### src/hdl/multi_timer_bank_macros.svh
// Assertion macros shared by the timer bank RTL.
// No dependencies; included by files that carry assertions.
`ifndef MULTI_TIMER_BANK_MACROS_SVH
`define MULTI_TIMER_BANK_MACROS_SVH

// same-cycle implication
`define MTB_ASSERT_NOW(label, clk, rst, ante, cons, msg) \
   label: assert property (@(posedge clk) disable iff (rst) (ante) |-> (cons)) \
      else $error(msg);

// next-cycle implication
`define MTB_ASSERT_NEXT(label, clk, rst, ante, cons, msg) \
   label: assert property (@(posedge clk) disable iff (rst) (ante) |=> (cons)) \
      else $error(msg);

`endif

### src/hdl/mtb_pkg.sv
// Types, constants and command codes of the timer bank.
// No dependencies; imported by every module of the block.
package mtb_pkg;

   localparam int TIMER_COUNT = 8;
   localparam int IDX_W = (TIMER_COUNT > 1) ? $clog2(TIMER_COUNT) : 1;

   localparam logic [2:0] OP_TICK   = 3'd0;
   localparam logic [2:0] OP_CREATE = 3'd1;
   localparam logic [2:0] OP_DELETE = 3'd2;
   localparam logic [2:0] OP_START  = 3'd3;
   localparam logic [2:0] OP_STOP   = 3'd4;
   localparam logic [2:0] OP_READ   = 3'd5;

   typedef struct packed {
      logic [2:0]  operation;
      logic [7:0]  timer_index;
      logic        timer_mode;
      logic [31:0] duration_ms;
   } req_type;

   typedef struct packed {
      logic       error;
      logic [7:0] allocated_index;
      logic       expired_flag;
   } rsp_type;

   typedef struct packed {
      logic             latch;
      logic             tick_step;
      logic             create_step;
      logic             exec;
      logic             load_rsp;
      logic [IDX_W-1:0] scan_idx;
   } ctl_cmd_type;

   typedef struct packed {
      logic [2:0] operation;
      logic       slot_free;
      logic       scan_free;
   } ctl_status_type;

endpackage

### src/hdl/mtb_datapath.sv
// Timer state, command word and result register of the timer bank.
// Depends on mtb_pkg; driven by mtb_controller.
module mtb_datapath (
   input  logic                   clock,
   input  logic                   reset,
   input  mtb_pkg::req_type       req_data,
   input  mtb_pkg::ctl_cmd_type   cmd,
   output mtb_pkg::ctl_status_type status,
   output logic                   rsp_valid,
   input  logic                   rsp_stall,
   output mtb_pkg::rsp_type       rsp_data
);
   import mtb_pkg::*;

   req_type                 cmd_ff, cmd_in;
   rsp_type                 rsp_ff, rsp_in;
   logic                    rsp_valid_ff, rsp_valid_in;
   logic                    found_ff, found_in;
   logic [IDX_W-1:0]        found_idx_ff, found_idx_in;
   logic [31:0]             reload_ff [TIMER_COUNT];
   logic [31:0]             reload_in [TIMER_COUNT];
   logic [31:0]             remain_ff [TIMER_COUNT];
   logic [31:0]             remain_in [TIMER_COUNT];
   logic [TIMER_COUNT-1:0]  alloc_ff, alloc_in;
   logic [TIMER_COUNT-1:0]  cont_ff, cont_in;
   logic [TIMER_COUNT-1:0]  run_ff, run_in;
   logic [TIMER_COUNT-1:0]  exp_ff, exp_in;

   logic             in_range;
   logic [IDX_W-1:0] t;
   logic [IDX_W-1:0] s;
   logic [31:0]      dec;
   rsp_type          exec_rsp;

   assign in_range = cmd_ff.timer_index < 8'(TIMER_COUNT);
   assign t = in_range ? cmd_ff.timer_index[IDX_W-1:0] : '0;
   assign s = cmd.scan_idx;
   assign dec = (remain_ff[s] != 32'd0) ? remain_ff[s] - 32'd1 : 32'd0;

   assign status.operation = cmd_ff.operation;
   assign status.slot_free = !rsp_valid_ff || !rsp_stall;
   assign status.scan_free = !alloc_ff[s];

   always_comb begin
      cmd_in       = cmd.latch ? req_data : cmd_ff;
      found_in     = cmd.latch ? 1'b0 : found_ff;
      found_idx_in = found_idx_ff;
      reload_in    = reload_ff;
      remain_in    = remain_ff;
      alloc_in     = alloc_ff;
      cont_in      = cont_ff;
      run_in       = run_ff;
      exp_in       = exp_ff;
      exec_rsp     = '0;

      // advance one timer of the tick walk
      if (cmd.tick_step && alloc_ff[s] && run_ff[s]) begin
         remain_in[s] = dec;
         if (dec == 32'd0) begin
            exp_in[s] = 1'b1;
            if (cont_ff[s]) begin
               remain_in[s] = reload_ff[s];
            end else begin
               run_in[s] = 1'b0;
            end
         end
      end

      // claim the free timer found by the create walk
      if (cmd.create_step) begin
         cont_in[s]   = cmd_ff.timer_mode;
         exp_in[s]    = 1'b0;
         reload_in[s] = 32'd0;
         remain_in[s] = 32'd0;
         run_in[s]    = 1'b0;
         alloc_in[s]  = 1'b1;
         found_in     = 1'b1;
         found_idx_in = s;
      end

      unique case (cmd_ff.operation)
         OP_DELETE: begin
            exec_rsp.error = !in_range;
            if (cmd.exec && in_range) begin
               alloc_in[t] = 1'b0;
            end
         end
         OP_START: begin
            exec_rsp.error = !(in_range && alloc_ff[t]);
            if (cmd.exec && in_range && alloc_ff[t]) begin
               reload_in[t] = cmd_ff.duration_ms;
               remain_in[t] = cmd_ff.duration_ms;
               run_in[t]    = 1'b1;
            end
         end
         OP_STOP: begin
            exec_rsp.error = !(in_range && alloc_ff[t]);
            if (cmd.exec && in_range && alloc_ff[t]) begin
               run_in[t] = 1'b0;
            end
         end
         OP_READ: begin
            exec_rsp.error = !in_range;
            if (in_range) begin
               exec_rsp.expired_flag = exp_ff[t];
               if (cmd.exec) begin
                  exp_in[t] = 1'b0;
               end
            end
         end
         OP_TICK: begin
            exec_rsp = '0;
         end
         OP_CREATE: begin
            exec_rsp.error = !found_ff;
            exec_rsp.allocated_index = found_ff ? 8'(found_idx_ff) : 8'd0;
         end
         default: begin
            exec_rsp.error = 1'b1;
         end
      endcase

      rsp_in       = cmd.load_rsp ? exec_rsp : rsp_ff;
      rsp_valid_in = cmd.load_rsp ? 1'b1 : (rsp_valid_ff && rsp_stall);
   end

   always_ff @(posedge clock) begin
      if (reset) begin
         rsp_valid_ff <= 1'b0;
         alloc_ff     <= '0;
         cont_ff      <= '0;
         run_ff       <= '0;
         exp_ff       <= '0;
         found_ff     <= 1'b0;
      end else begin
         rsp_valid_ff <= rsp_valid_in;
         alloc_ff     <= alloc_in;
         cont_ff      <= cont_in;
         run_ff       <= run_in;
         exp_ff       <= exp_in;
         found_ff     <= found_in;
      end
      cmd_ff       <= cmd_in;
      rsp_ff       <= rsp_in;
      found_idx_ff <= found_idx_in;
      reload_ff    <= reload_in;
      remain_ff    <= remain_in;
   end

   assign rsp_valid = rsp_valid_ff;
   assign rsp_data  = rsp_ff;

endmodule

### src/hdl/mtb_controller.sv
// Command sequencer of the timer bank: accept, timer walk, result hand-off.
// Depends on mtb_pkg and the assertion macros; drives mtb_datapath.
`include "multi_timer_bank_macros.svh"
module mtb_controller (
   input  logic                    clock,
   input  logic                    reset,
   input  logic                    req_valid,
   output logic                    req_stall,
   input  mtb_pkg::ctl_status_type status,
   output mtb_pkg::ctl_cmd_type    cmd
);
   import mtb_pkg::*;

   localparam logic [1:0] S_IDLE = 2'd0;
   localparam logic [1:0] S_EXEC = 2'd1;
   localparam logic [1:0] S_SCAN = 2'd2;
   localparam logic [1:0] S_DONE = 2'd3;

   logic [1:0]       state_ff, state_in;
   logic [IDX_W-1:0] scan_ff, scan_in;
   logic             last;

   assign last = scan_ff == IDX_W'(TIMER_COUNT - 1);
   assign req_stall = state_ff != S_IDLE;

   always_comb begin
      state_in     = state_ff;
      scan_in      = scan_ff;
      cmd          = '0;
      cmd.scan_idx = scan_ff;
      unique case (state_ff)
         S_IDLE: begin
            if (req_valid) begin
               cmd.latch = 1'b1;
               state_in  = S_EXEC;
            end
         end
         S_EXEC: begin
            if (status.operation == OP_TICK || status.operation == OP_CREATE) begin
               scan_in  = '0;
               state_in = S_SCAN;
            end else if (status.slot_free) begin
               cmd.exec     = 1'b1;
               cmd.load_rsp = 1'b1;
               state_in     = S_IDLE;
            end
         end
         S_SCAN: begin
            if (status.operation == OP_TICK) begin
               cmd.tick_step = 1'b1;
               if (last) begin
                  state_in = S_DONE;
               end else begin
                  scan_in = scan_ff + 1'b1;
               end
            end else if (status.scan_free) begin
               cmd.create_step = 1'b1;
               state_in        = S_DONE;
            end else if (last) begin
               state_in = S_DONE;
            end else begin
               scan_in = scan_ff + 1'b1;
            end
         end
         S_DONE: begin
            if (status.slot_free) begin
               cmd.load_rsp = 1'b1;
               state_in     = S_IDLE;
            end
         end
         default: begin
            state_in = S_IDLE;
         end
      endcase
   end

   always_ff @(posedge clock) begin
      if (reset) begin
         state_ff <= S_IDLE;
      end else begin
         state_ff <= state_in;
      end
      scan_ff <= scan_in;
   end

   `MTB_ASSERT_NOW(a_load_needs_slot, clock, reset, cmd.load_rsp, status.slot_free, "result loaded over a waiting word")
   `MTB_ASSERT_NOW(a_one_walk_kind, clock, reset, cmd.tick_step, !cmd.create_step && !cmd.exec, "tick walk overlaps another update")
   `MTB_ASSERT_NEXT(a_accept_to_exec, clock, reset, req_valid && !req_stall, state_ff == S_EXEC, "accepted word not decoded")
   `MTB_ASSERT_NEXT(a_load_to_idle, clock, reset, cmd.load_rsp, state_ff == S_IDLE && !req_stall, "controller busy after result")

endmodule

### src/hdl/multi_timer_bank.sv
// Bank of millisecond countdown timers driven by one command word at a time.
// Depends on mtb_pkg, mtb_controller and mtb_datapath.
//
// Request channel (req_valid, req_stall, req_data): one command word per
// handshake - tick, create, delete, start, stop or read-and-clear-expired.
// Response channel (rsp_valid, rsp_stall, rsp_data): exactly one word per
// command, in command order, carrying error, allocated index and flag.
// Delete, start, stop, read and unknown codes are latched, then executed in
// the decode state, which loads the response register. A tick walks every
// timer, one per cycle, then loads its response. A create walks from timer 0
// to the lowest free one, or through all timers if none is free. The walk
// sets the rate: one command is in work at a time, and the next is taken
// the cycle after the response is loaded.
// Reset clears every timer's flags and the response valid flag; no clearing
// pass is needed. While the receiver stalls, the response word is held
// and a finished command waits in the sequencer until the register frees.
module multi_timer_bank (
   input  logic             clock,
   input  logic             reset,
   input  logic             req_valid,
   output logic             req_stall,
   input  mtb_pkg::req_type req_data,
   output logic             rsp_valid,
   input  logic             rsp_stall,
   output mtb_pkg::rsp_type rsp_data
);
   import mtb_pkg::*;

   ctl_cmd_type    cmd;
   ctl_status_type status;

   mtb_controller u_ctl (
      .clock     (clock),
      .reset     (reset),
      .req_valid (req_valid),
      .req_stall (req_stall),
      .status    (status),
      .cmd       (cmd)
   );

   mtb_datapath u_dp (
      .clock     (clock),
      .reset     (reset),
      .req_data  (req_data),
      .cmd       (cmd),
      .status    (status),
      .rsp_valid (rsp_valid),
      .rsp_stall (rsp_stall),
      .rsp_data  (rsp_data)
   );

endmodule

### config.mk
export PLATFORM = sky130hd
export DESIGN_NAME = multi_timer_bank
export DESIGN_NICKNAME = d
export VERILOG_FILES = /design/src/hdl/mtb_pkg.sv /design/src/hdl/mtb_datapath.sv /design/src/hdl/mtb_controller.sv /design/src/hdl/multi_timer_bank.sv
export VERILOG_INCLUDE_DIRS = /design/src /design/src/hdl
export SDC_FILE = /design/constraint.sdc
export NUM_CORES = 2
export LEC_CHECK = 0
export ABC_AREA = 1
export BUFFER_PORTS_ARGS = -buffer_cell sky130_fd_sc_hd__buf_4
export CORE_MARGIN = 3
export CORE_UTILIZATION = 35
export CTS_BUF_LIST = sky130_fd_sc_hd__clkbuf_4 sky130_fd_sc_hd__clkbuf_8
export DETAILED_ROUTE_END_ITERATION = 8
export PLACE_DENSITY = 0.48
export SKIP_LAST_GASP = 1
export SLEW_MARGIN = 20
export SYNTH_ARGS = -nofsm -noshare
export SYNTH_HDL_FRONTEND = slang
export SYNTH_SLANG_ARGS = --single-unit
export TNS_END_PERCENT = 20
### constraint.sdc
create_clock -name clock -period 8 [get_ports clock]
set_input_delay 1.6 -clock clock [delete_from_list [all_inputs] [get_ports clock]]
set_output_delay 1.6 -clock clock [all_outputs]
set_load 0.05 [all_outputs]
==> metrics.md <==
| Metric | Value |
|---|---|
| Status | `complete, no violations` |
| Dominant combinational cell family by area after synthesis | `simple AND/OR/NAND/NOR gates` |
| Worst relative slew slack | `22.94%` |
| WHS | `0.4467 ns` |
| Synth Area in XOR/XNOR | `0.08597%` |
| 1st-iter DRT viols | `4496` |
| Count of final setup violators | `0` |
| Starting utilization of the core area | `35.45%` |
| Global-route wire length before repair | `282.9 mm` |
| Worst-path maximum fanout | `74` |
| Cell at the root of the clock tree | `sky130_fd_sc_hd__clkbuf_8` |
| Clock latency on the worst-skew pair | `0.81 ns` |
| Psw | `2650 uW` |
| Prevailing post-synth register cell | `sky130_fd_sc_hd__dfxtp_1` |
| Total Wirelength | `193.9 mm` |
| Worst-margin pin slew | `1.156 ns` |
| Die footprint | `120600 um2` |
| Seq pwr share | `39.4%` |
| Setup repair after global routing missed its margin | `no` |
| Clock share of power | `42.5%` |
| Final hold violation count | `0` |
| Final count of pins violating max slew | `0` |
| Post-synthesis cell type count | `40` |
| Power density cells | `179.9 nW/um2` |
| Worst Skew | `0.03286 ns` |
| Number of warning messages in the yosys log | `0` |
| Maximum number of pins on one net before global-route repair | `187` |
| DRT antenna net count | `0` |
| Syn avg cell area | `5.658 um2` |
| Peak supply drop | `0.0001265 V` |
| Detailed placement HPWL | `108.9 mm` |
| Std-Cell Rows | `124` |
| Most common cell after layout, fill and taps aside | `sky130_fd_sc_hd__nand2_1` |
| Final global-route overflow total | `0` |
| Commonest cells after routing, fill and taps aside | `3469 x sky130_fd_sc_hd__nand2_1, 756 x sky130_fd_sc_hd__inv_1, 548 x sky130_fd_sc_hd__dfxtp_1` |
| Combinational Power Share | `18.2%` |
| Antenna violations before repair | `16` |
| Post_cts resized | `0` |
| Register area | `12620 um2` |
| Share of async-settable or async-resettable flops after synthesis | `0%` |
| Hold-fix buffer count after cts | `0` |
| Num Clock Sinks | `603` |
| Total Neg Setup Slack | `0 ns` |
| Via-per-instance ratio | `5.324` |
| Share of synthesized area spent on multiplexers | `1.105%` |
| Kind of critical path | `reg2reg` |
| Required arrival time at the worst endpoint | `8.74 ns` |
| Fraction of the mapped netlist area in adder cells | `0.2456%` |
| Post-CTS Repair Setup Buffers | `0` |
| Longest Clk Path Bufs | `3` |
| Die outline height | `347.2 um` |
| Area share of and/or/nand/nor cells after synthesis | `42.97%` |
| Clock-pin slew on the worst setup and hold paths | `0.06 ns` |
| Final net count | `7087` |
| Sequential fraction of the synthesis area | `30.97%` |
| Via count of the first global-routing pass | `42080` |
| Synthesized-area fraction occupied by ao, oa, aoi and oai cells | `12.11%` |
| Max-capacitance violation count | `0` |
| Layout cell share with drive strength beyond 1 | `6.425%` |
| Fillers | `12790` |
| Relative area change from synthesis to final layout | `9.460%` |
| Number of H-tree levels | `3` |
| Clock tree from TritonCTS | `done` |
| Highest achievable clock rate | `152.4 MHz` |
| Minimum clock period after layout | `6.560 ns` |
| Detailed-route via count | `46010` |
| Core outline area | `115000 um2` |
| Yosys reg bits | `603` |
| Reported leakage power | `0.02523 uW` |
| Number of buffers added by the clock tree synthesis step | `117` |
| Kind of end point of the critical path | `flip-flop` |
| Post-synth EDFFs | `55` |
| First-pass iteration count of the detailed router | `6` |
| Path class of the lowest-slack min-delay path | `reg2reg` |
| Global-route usage over all layers | `31.20%` |
| Port-buffer cells | `54` |
| Multi-input combinational cell area | `23280 um2` |
| Internal Power | `5376 uW` |
| I/O pin count | `60` |
| Critical path startpoint category | `flip-flop` |
| Cell count after synthesis | `7202` |
| CP Data Arrival Time | `7.30 ns` |
| Sw Ratio | `33.02%` |
| DRC violation count after routing | `0` |
| Width of the chip | `347.2 um` |
| Period utilization | `82.00%` |
| Wire length per cell after detailed routing | `22.44 um` |
| Placer congestion estimate | `0.9011` |
| Syn Std Cell Area | `40750 um2` |
## Yosys cell counts (55+ instances only)
cell	n	area (um2)
sky130_fd_sc_hd__a221oi_1	60	525.5
sky130_fd_sc_hd__o21ai_0	364	1822
sky130_fd_sc_hd__clkbuf_1	281	1055
sky130_fd_sc_hd__buf_4	63	473.0
sky130_fd_sc_hd__nor2_1	316	1186
sky130_fd_sc_hd__edfxtp_1	55	1652
sky130_fd_sc_hd__nand2_1	3479	13060
sky130_fd_sc_hd__dfxtp_1	548	10970
sky130_fd_sc_hd__nand3_1	540	2703
sky130_fd_sc_hd__o22ai_1	70	437.9
sky130_fd_sc_hd__inv_1	768	2883
sky130_fd_sc_hd__a21oi_1	358	1792
## cells by family after synthesis
group	Yosys count
xor+xnor	4
other cells	1
compound gates	900
simple gates	4416
fa+ha+maj	8
flops	603
mux	45
buf+inv	1225
## per-stage QoR
step	total power [uW]	instance area [um2]	instances	worst slack (ns)	util (%)
final	8026	44610	8642	1.440	38.80
after detailed placement	4645	42070	8419	1.535	36.59
after CTS	8053	44580	8635	1.482	38.77
after global placement	4641	42060	8419	1.541	36.59
after global routing	8353	44600	8641	1.103	38.80
after floorplan	4116	40770	7206	4.707	-
## power groups by stage
stage               registers, uW  logic [uW]  clock network [uW]
floorplan                    3210         902                   0
global placement             3220        1420                   0
detailed placement           3220        1420                   0
CTS                          3160        1430                3470
global route                 3160        1580                3610
finish                       3160        1460                3410
## critical path: stages (launching register included)
cell	delay [ns]
sky130_fd_sc_hd__edfxtp_1	0.64
sky130_fd_sc_hd__nor2_4	0.90
sky130_fd_sc_hd__buf_4	0.57
sky130_fd_sc_hd__nand3_1	0.21
sky130_fd_sc_hd__nand2_1	0.21
sky130_fd_sc_hd__nor2_1	0.13
sky130_fd_sc_hd__nand2_1	0.12
sky130_fd_sc_hd__nor2_1	0.06
sky130_fd_sc_hd__nand2_1	0.07
sky130_fd_sc_hd__nor2_1	0.05
sky130_fd_sc_hd__nand2_2	0.64
sky130_fd_sc_hd__nand3_1	0.78
sky130_fd_sc_hd__nand2_1	0.25
sky130_fd_sc_hd__nor2_1	0.07
sky130_fd_sc_hd__nand2_1	0.12
sky130_fd_sc_hd__nor2_4	0.08
sky130_fd_sc_hd__nand2_8	0.48
sky130_fd_sc_hd__buf_4	0.56
sky130_fd_sc_hd__nand2_1	0.10
sky130_fd_sc_hd__nand2_1	0.08
sky130_fd_sc_hd__nand2_1	0.05
sky130_fd_sc_hd__nand2_1	0.09
sky130_fd_sc_hd__nand2_1	0.04
sky130_fd_sc_hd__nand2_1	0.10
## metal layers
metal,global-route usage (%),wire length (um),vias up
li1,-,-,22150
met1,42.69,85050,21430
met2,49.88,85480,2019
met3,4.192,15830,403
met4,11.88,7578,0
met5,0,0,-
## worst paths after layout
| kind | start | end | slack [ns] | cells after the start |
|---|---|---|---|---|
| worst min-delay path | u_dp.reload_ff[254] | u_dp.reload_ff[254] | 0.45 | 2 |
| worst max-delay path | u_ctl.scan_ff[2] | u_dp.remain_ff[213] | 1.44 | 23 |
| worst min register to register | u_dp.reload_ff[254] | u_dp.reload_ff[254] | 0.45 | 2 |
| worst max register to register | u_ctl.scan_ff[2] | u_dp.remain_ff[213] | 1.44 | 23 |
## registers in the layout (all words and copies together) (netlist names)
register,count
u_dp.rsp_data,5
u_ctl.scan_ff,3
u_dp.found_ff,1
u_ctl.state_ff,2
u_dp.exp_ff,8
u_dp.cont_ff,8
u_dp.run_ff,8
u_dp.found_idx_ff,3
u_dp.alloc_ff,8
u_dp.rsp_valid,1
u_dp.status,3
u_dp.reload_ff,256
u_dp.cmd_ff,41
u_dp.remain_ff,256
## area by class of cell
class | count | share of cell area [%]
clock buffers | 188 | 5.127
diodes | 2 | 0.01122
flip-flops and latches | 603 | 28.30
clock inverters | 28 | 0.4993
well taps | 1512 | 4.241
inverters | 776 | 6.609
multi-input cells | 5378 | 52.19
repair buffers | 155 | 3.029
Note: power is estimated with default switching activity, not from simulation.
